<file path="src/design/pcenc_pkg.sv">
// Package for the label encoder: widths, algorithm constants, shared types
// and the digit-to-character function. Depends on nothing.
`timescale 1ns / 1ps
`default_nettype none
package pcenc_pkg;
    localparam int CP_W   = 21;
    localparam int CH_W   = 7;
    localparam int DVD_W  = 32;
    localparam int DVS_W  = 10;
    localparam int BIAS_W = 10;
    localparam int N_W    = 22;

    localparam int MAX_LABEL_IN_DEF  = 63;
    localparam int MAX_LABEL_OUT_DEF = 63;

    localparam logic [N_W-1:0]    INIT_N    = N_W'(128);
    localparam logic [BIAS_W-1:0] INIT_BIAS = BIAS_W'(72);
    localparam logic [BIAS_W-1:0] BASE      = BIAS_W'(36);
    localparam logic [BIAS_W-1:0] TMAX      = BIAS_W'(26);
    localparam logic [DVS_W-1:0]  SKEW      = DVS_W'(38);
    localparam logic [DVD_W-1:0]  ADAPT_LIM = DVD_W'((35 * 26) / 2);

    // Reciprocal constants: x / 700 is ((x >> 2) * DIV700_MUL) >> DIV700_SH and
    // x / 35 is (x * DIV35_MUL) >> DIV35_SH, exact for every 32-bit x.
    localparam logic [29:0] DIV700_MUL = 30'd785365449;
    localparam int          DIV700_SH  = 37;
    localparam logic [32:0] DIV35_MUL  = 33'd7853654485;
    localparam int          DIV35_SH   = 38;

    localparam logic [CH_W-1:0] CH_X      = CH_W'(8'h78);
    localparam logic [CH_W-1:0] CH_N      = CH_W'(8'h6E);
    localparam logic [CH_W-1:0] CH_HYPHEN = CH_W'(8'h2D);

    typedef struct packed {
        logic [CP_W-1:0] code_point;
        logic            last;
        logic            basic;
    } t_item;

    typedef struct packed {
        logic             start;
        logic [DVD_W-1:0] dividend;
        logic [DVS_W-1:0] divisor;
    } t_div_req;

    typedef struct packed {
        logic             done;
        logic [DVD_W-1:0] quot;
        logic [DVS_W-1:0] rem;
    } t_div_rsp;

    function automatic logic [CH_W-1:0] digit_char(input logic [5:0] d);
        if (d < 6'd26) begin
            return CH_W'(7'h61 + {1'b0, d});
        end else begin
            return CH_W'(7'h16 + {1'b0, d});
        end
    endfunction
endpackage
`default_nettype wire

</file>
<file path="src/design/pcenc_front.sv">
// Front part: takes code points, marks basic ones and queues them in a
// two-entry queue for the encoder. Depends on pcenc_pkg.
`timescale 1ns / 1ps
`default_nettype none
module pcenc_front (
    input  wire logic                   i_clk,
    input  wire logic                   i_rst_n,
    input  wire logic                   i_push,
    output logic                        o_full,
    input  wire logic [pcenc_pkg::CP_W-1:0] i_code_point,
    input  wire logic                   i_last,
    output logic                        o_valid,
    output pcenc_pkg::t_item            o_item,
    input  wire logic                   i_take
);
    import pcenc_pkg::*;

    t_item       r_mem [2];
    logic        r_wp, r_rp;
    logic [1:0]  r_cnt;
    logic        w_wr, w_rd;

    assign o_full  = (r_cnt == 2'd2);
    assign o_valid = (r_cnt != 2'd0);
    assign o_item  = r_mem[r_rp];
    assign w_wr    = i_push && !o_full;
    assign w_rd    = i_take && o_valid;

    always_ff @(posedge i_clk) begin
        if (!i_rst_n) begin
            r_wp  <= 1'b0;
            r_rp  <= 1'b0;
            r_cnt <= 2'd0;
        end else begin
            if (w_wr) begin
                r_wp <= !r_wp;
            end
            if (w_rd) begin
                r_rp <= !r_rp;
            end
            r_cnt <= r_cnt + {1'b0, w_wr} - {1'b0, w_rd};
        end
    end

    always_ff @(posedge i_clk) begin
        if (w_wr) begin
            r_mem[r_wp].code_point <= i_code_point;
            r_mem[r_wp].last       <= i_last;
            r_mem[r_wp].basic      <= (i_code_point[CP_W-1:7] == '0);
        end
    end
endmodule
`default_nettype wire

</file>
<file path="config.mk">
export PLATFORM = sky130hd
export DESIGN_NAME = pcenc_front
export DESIGN_NICKNAME = d
export VERILOG_FILES = /design/src/design/pcenc_pkg.sv /design/src/design/pcenc_front.sv
export SDC_FILE = /design/constraint.sdc
export NUM_CORES = 1
export LEC_CHECK = 0
export ABC_AREA = 1
export BUFFER_PORTS_ARGS = -buffer_cell sky130_fd_sc_hd__buf_4
export CAP_MARGIN = 20
export CORE_UTILIZATION = 46
export DETAILED_ROUTE_END_ITERATION = 8
export GPL_TIMING_DRIVEN = 0
export PLACE_DENSITY = 0.74
export SYNTH_ARGS = -nofsm -noshare
export SYNTH_HDL_FRONTEND = slang
export SYNTH_SLANG_ARGS = --single-unit
</file>
<file path="constraint.sdc">
create_clock -name i_clk -period 1.75 [get_ports i_clk]
set_input_delay 0.175 -clock i_clk [delete_from_list [all_inputs] [get_ports i_clk]]
set_output_delay 0.175 -clock i_clk [all_outputs]
set_load 0.01 [all_outputs]
</file>
==> run summary, run 1 <==
# IOs: 51
clk_skew: 0.003887 ns
GRT Util Overall: 16.23%
critical path's slowest cell: dfxtp_1
CP endpoint kind: flop
Post-Syn Nets: 156
clock slew at reported path FFs: 0.08 ns
R2R Setup Slk: 0.09 ns
final core occ: 62.84%
DR pass1 iterations: 4
final setup violating endpoints: 0
most used flip-flop cell after synthesis: edfxtp_1
max cap viols: 0
global-route met2 utilization: 27.10%
main area contributors after synthesis: edfxtp_1 70%, mux2_2 13%, dfxtp_1 5.0%
root buffer cell: clkbuf_8
Port-buffer cells: 50
share of layout cells above drive strength 1: 45.45%
YS warnings: 0
RR Endpoint: r_cnt[1]$_SDFF_PN0_
grt total ovfl: 0
max-slew violation count: 0
R2R Path Start: r_cnt[0]$_SDFF_PN0_
final worst path period share: 94.94%
crit path DAT: 1.86 ns
clock sinks: 51
Critical Path RT: 1.95 ns
Die Wd: 67.66 um
max incr delay on CP: 0.38 ns
first-pass GRT wire length: 5078 um
TritonCTS clock tree: yes
critical path buffer and inverter count: 3
Final Hold Viols: 0
WL per Instance: 14.49 um
register area share after synthesis: 74.70%
HP Start: i_code_point[3]
Synth top cells by count: 46 x edfxtp_1, 23 x mux2_2, 16 x inv_1
CP startpoint kind: flop
Fmax achieved: 0.6019 GHz
Cells after Synth: 128
hold depth: 1
DIE HEIGHT: 67.66 um
largest area contributor in the netlist: edfxtp_1
area delta synth->final: 28.58%
Post-synth EDFFs: 46
status: finished, final reports clean
flops & latches, synth: 51
GRT met1 Usage: 17.46%
Detail Route Antenna Nets: 0
# diodes: 0
instance count on the critical path: 10
Final HPWL DP: 2472 um
RSZ-0062 raised after global routing: no
largest net degree at the start of global routing: 24
LEAKAGE: 1.032 nW
clk_lat worst skew: 0.30 ns
CP top delay family: adder cells
maximum vdd drop: 834.0 uV
Yosys cell types: 10
gr busiest metal: met2
critical path peak fanout: 4
CP Class: flop to flop
WHS Endpoint: r_mem[0][5]$_DFFE_PP_
# rows: 23
met3 usage in global routing: 5.743%
Vias per Instance: 4.890
hold_ws: 0.05452 ns
Routability Congestion: 0.6113
Hold Path Class: input pin to flop
CTS Buf Count: 5
Max transition margin: 65.87%
Final Critical Period: 1.661 ns
WL final: 3435 um
post-synth top area share: 69.65%
H-tree depth: 2
starting density of the core: 48.87%
Syn Area/Cell: 15.49 um2
Post-route DRC: 0
core area: 0.004058 mm2
Worst-Margin Slew: 0.5108 ns
Fin Setup TNS: 0 ns
postcts setup bufs: 0
cell area power density: 1340 mW/mm2
initial antenna violation count: 0
asr flop ratio synth: 0%
1st-iter DRT viols: 65
vias in the first global route: 1121
worst r2r path cells: 10
Cell Chain, Critical Path: inv_1, nand2_1, nand2_1, ha_1, inv_1, ha_1, inv_1, nand2_1, a21oi_1, nor2_1
# nets final: 214
Bufs on Longest Clock Path: 2
most frequent cell after synthesis: edfxtp_1
vias: 1159
Synth Cell Area: 0.001983 mm2
Die ar.: 0.004578 mm2
cts repair resizes: 1
CTS Hold Bufs: 0
[per-stage QoR]
step	setup WS, ns	cell area [um2]	instances	total power [mW]
floorplan	0.1774	1986	128	2.196
global placement	-0.1593	2424	228	2.593
detailed placement	0.001358	2439	229	2.670
CTS	0.09705	2550	237	3.444
global route	0.04150	2550	237	3.581
finish	0.08857	2550	237	3.416
[logic make-up after synthesis]
kind of cell	synth area share, %
DFF	74.70
muxes	13.06
AOI/OAI and AO/OA	0.5048
adders and majority gates	1.262
buffers and inverters	4.164
and+or+nand+nor	6.309
[state kept, by name, summed over array words and instances (netlist names), named ones only]
| register | cells |
|---|---|
| r_wp | 1 |
| r_rp | 1 |
| r_cnt | 2 |
| r_mem | 46 |
[worst reg2reg max path: stages (launching register included)]
cell     delay, ns
dfxtp_1       0.38
inv_1         0.07
nand2_1       0.12
nand2_1       0.11
ha_1          0.29
inv_1         0.05
ha_1          0.19
inv_1         0.07
nand2_1       0.07
a21oi_1       0.16
nor2_1        0.06
[power by group]
part	total, mW	switching [mW]	internal, mW
clock	0.781	0.363	0.418
combinational	1.02	0.494	0.521
sequential	1.62	0.0734	1.55
total	3.42	0.931	2.49
[area by class of cell]
type | instances | area (um2)
Fill cell | 304 | 1508
Tap cell | 50 | 62.56
Inverter | 16 | 63.81
Timing Repair Buffer | 51 | 390.4
Clock buffer | 5 | 68.82
Clock inverter | 3 | 38.79
Multi-Input combinational cell | 59 | 421.7
Sequential cell | 51 | 1481
Buffer | 2 | 22.52
[how the worst max path moves through the flow]
stage / from / end / slack [ns]
finish: r_cnt[0]$_SDFF_PN0_ / r_cnt[1]$_SDFF_PN0_ / 0.09
global placement: r_cnt[0]$_SDFF_PN0_ / r_mem[0][10]$_DFFE_PP_ / -0.16
CTS: flop / o_item[13] / 0.1
detailed placement: r_cnt[0]$_SDFF_PN0_ / r_mem[1][15]$_DFFE_PP_ / 0.001
global route: r_cnt[0]$_SDFF_PN0_ / r_cnt[1]$_SDFF_PN0_ / 0.04
floorplan: r_cnt[0]$_SDFF_PN0_ / r_mem[0][0]$_DFFE_PP_ / 0.18
[per-layer routing]
metal  vias up  part of all wire, %
met5         -                    0
met4         0                  2.4
met3         7                  6.3
met2        42                   52
met1       545                   39
li1        565                    -
[placed cells by master, fill, tap and decap left out, drive strengths merged]
| cell type | netlist | layout |
|---|---|---|
| buf | 2 | 53 |
| edfxtp | 46 | 46 |
| mux2 | 23 | 23 |
| inv | 16 | 15 |
| nand2 | 14 | 14 |
| nor2 | 14 | 14 |
| dfxtp | 5 | 5 |
| clkbuf | 0 | 5 |
| nand3 | 4 | 4 |
| a21oi | 2 | 2 |
| ha | 2 | 2 |
| clkinv | 0 | 2 |
| clkinvlp | 0 | 1 |
| bufinv | 0 | 1 |
Power figures use the tool's default switching activity.
==> run 2: changes to the inputs <==
==> constraint.sdc (replaced) <==
create_clock -name i_clk -period 1.75 [get_ports i_clk]
set_input_delay 0.175 -clock i_clk [delete_from_list [all_inputs] [get_ports i_clk]]
set_output_delay 0.175 -clock i_clk [all_outputs]
set_load 0.1 [all_outputs]
==> run 2 against run 1 <==
Compared with the run above:
- register-to-register slack about the same
- setup slack better by 0.0025 ns
- sequential power about the same
- critical endpoint unchanged
- largest power group is now combinational logic
- highest routed layer unchanged
==> run summary, run 2 (synthesis gave the netlist of run 1 again) <==
status: finished, final reports clean
core area: 0.004058 mm2 (unchanged)
Final HPWL DP: 2472 um (unchanged)
Hold Path Class: input pin to flop
fin area: 0.002551 mm2 (about the same)
clock sinks: 51 (unchanged)
WL per Instance: 14.59 um (+0.70%)
# diodes: 0 (unchanged)
GRT Util Overall: 16.23% (unchanged)
Max transition margin: 65.85% (about the same)
max-slew violation count: 0 (unchanged)
CTS Buf Count: 5 (unchanged)
1st-iter DRT viols: 48 (-26%)
met3 usage in global routing: 5.743% (unchanged)
largest net degree at the start of global routing: 24 (unchanged)
Overall Power: 4.693 mW (+37%)
crit path DAT: 1.86 ns (about the same)
starting density of the core: 48.87% (unchanged)
commonest non-fill, non-tap cell in the layout: buf_4
area delta synth->final: 28.64% (about the same)
vias in the first global route: 1121 (unchanged)
Die ar.: 0.004578 mm2 (unchanged)
WL final: 3459 um (+0.70%)
CP startpoint kind: flop
RSZ-0062 raised after global routing: no
registers with the most flip-flops: r_mem (46), r_cnt (2)
Fin Setup TNS: 0 ns (unchanged)
GRT met1 Usage: 17.46% (unchanged)
clk_lat worst skew: 0.30 ns (about the same)
Routability Congestion: 0.6113 (unchanged)
DR pass1 iterations: 4 (unchanged)
initial antenna violation count: 0 (unchanged)
maximum vdd drop: 1171 uV (+40%)
Fmax achieved: 0.6028 GHz (+0.15%)
vias: 1152 (-0.60%)
root buffer cell: clkbuf_8
# rows: 23 (unchanged)
TritonCTS clock tree: yes
max reg flops: 46 (unchanged)
Worst-Margin Slew: 0.5112 ns (+0.0003672 ns)
LEAKAGE: 1.033 nW (about the same)
gr busiest metal: met2
clock slew at reported path FFs: 0.08 ns (about the same)
first-pass GRT wire length: 5078 um (unchanged)
CP Class: flop to flop
Vias per Instance: 4.861 (-0.60%)
cell area power density: 1840 mW/mm2 (+37%)
Bufs on Longest Clock Path: 2 (unchanged)
grt total ovfl: 0 (unchanged)
global-route met2 utilization: 27.10% (unchanged)
Port-buffer cells: 50 (unchanged)
# IOs: 51 (unchanged)
share of layout cells above drive strength 1: 45.99% (+0.53 points)
Final Hold Viols: 0 (unchanged)
PnR worst setup slack: 0.09108 ns (+0.002514 ns)
H-tree depth: 2 (unchanged)
DIE HEIGHT: 67.66 um (unchanged)
pre-CTS WS: 0.001358 ns (unchanged)
Critical Path RT: 1.95 ns (about the same)
Final Critical Period: 1.659 ns (-0.002514 ns)
Post-route DRC: 0 (unchanged)
hold_ws: 0.05407 ns (-0.0004584 ns)
# nets final: 214 (unchanged)
most frequent cells in the layout: 50 x buf_4, 46 x edfxtp_1, 23 x mux2_2, 15 x inv_1, 14 x nand2_1
clk_skew: 0.004499 ns (+0.0006124 ns)
Die Wd: 67.66 um (unchanged)
final setup violating endpoints: 0 (unchanged)
register with the most flip-flops: r_mem
placed instance area: 0.002439 mm2 (unchanged)
CP endpoint kind: flop
Detail Route Antenna Nets: 0 (unchanged)
critical path peak fanout: 4 (unchanged)
max cap viols: 0 (unchanged)
final worst path period share: 94.80% (-0.14 points)
run 2: cell count changes in the layout (fill, tap and decap cells not counted):
cell	change
dfxtp_2	+1
dfxtp_1	-1
run 2: final timing paths:
check / start / end / slack (ns) / depth (start not counted)
worst max register to register: r_cnt[0]$_SDFF_PN0_ / r_cnt[1]$_SDFF_PN0_ / 0.09 / 10
worst max-delay path: r_cnt[0]$_SDFF_PN0_ / r_cnt[1]$_SDFF_PN0_ / 0.09 / 10
worst min register to register: r_wp$_SDFFE_PN0N_ / r_wp$_SDFFE_PN0N_ / 0.54 / 2
worst min-delay path: i_code_point[0] / r_mem[0][2]$_DFFE_PP_ / 0.05 / 1
run 2: cell type report:
type	instances	area [um2]
fillers	303	1506
flip-flops and latches	51	1483
multi-input cells	59	421.7
repair buffers	51	390.4
clock buffers	5	68.82
inverters	16	63.81
well taps	50	62.56
clock inverters	3	38.79
plain buffers	2	22.52
run 2: worst max-delay path: stages, from the launching register on:
cell	delay, ns
dfxtp_1	0.38
inv_1	0.07
nand2_1	0.12
nand2_1	0.11
ha_1	0.29
inv_1	0.04
ha_1	0.19
inv_1	0.07
nand2_1	0.07
a21oi_1	0.15
nor2_1	0.06
run 2: what timing repair did:
action / CTS / global route
hold buffers: 0 / 0
endpoints found under the setup margin: 21 / 20
resized for setup: 1 / 1
buffers inserted: 0 / 0
run 2: metal layers:
metal,vias to the layer above,routed length [um]
li1,564,-
met1,541,1346
met2,40,1822
met3,7,206
met4,0,84
met5,-,0
run 2: metrics by stage:
step	instances	utilization (%)
2_1_floorplan	128	-
3_3_place_gp	228	59.73
3_5_place_dp	229	60.10
4_1_cts	237	62.84
5_1_grt	237	62.87
6_report	237	62.87
run 2: where the power goes:
part / internal, mW / leakage [nW] / switching [mW] / total (mW)
sequential: 1.55 / 0.471 / 0.0737 / 1.62
combinational: 0.536 / 0.506 / 1.75 / 2.29
clock: 0.418 / 0.0556 / 0.366 / 0.784
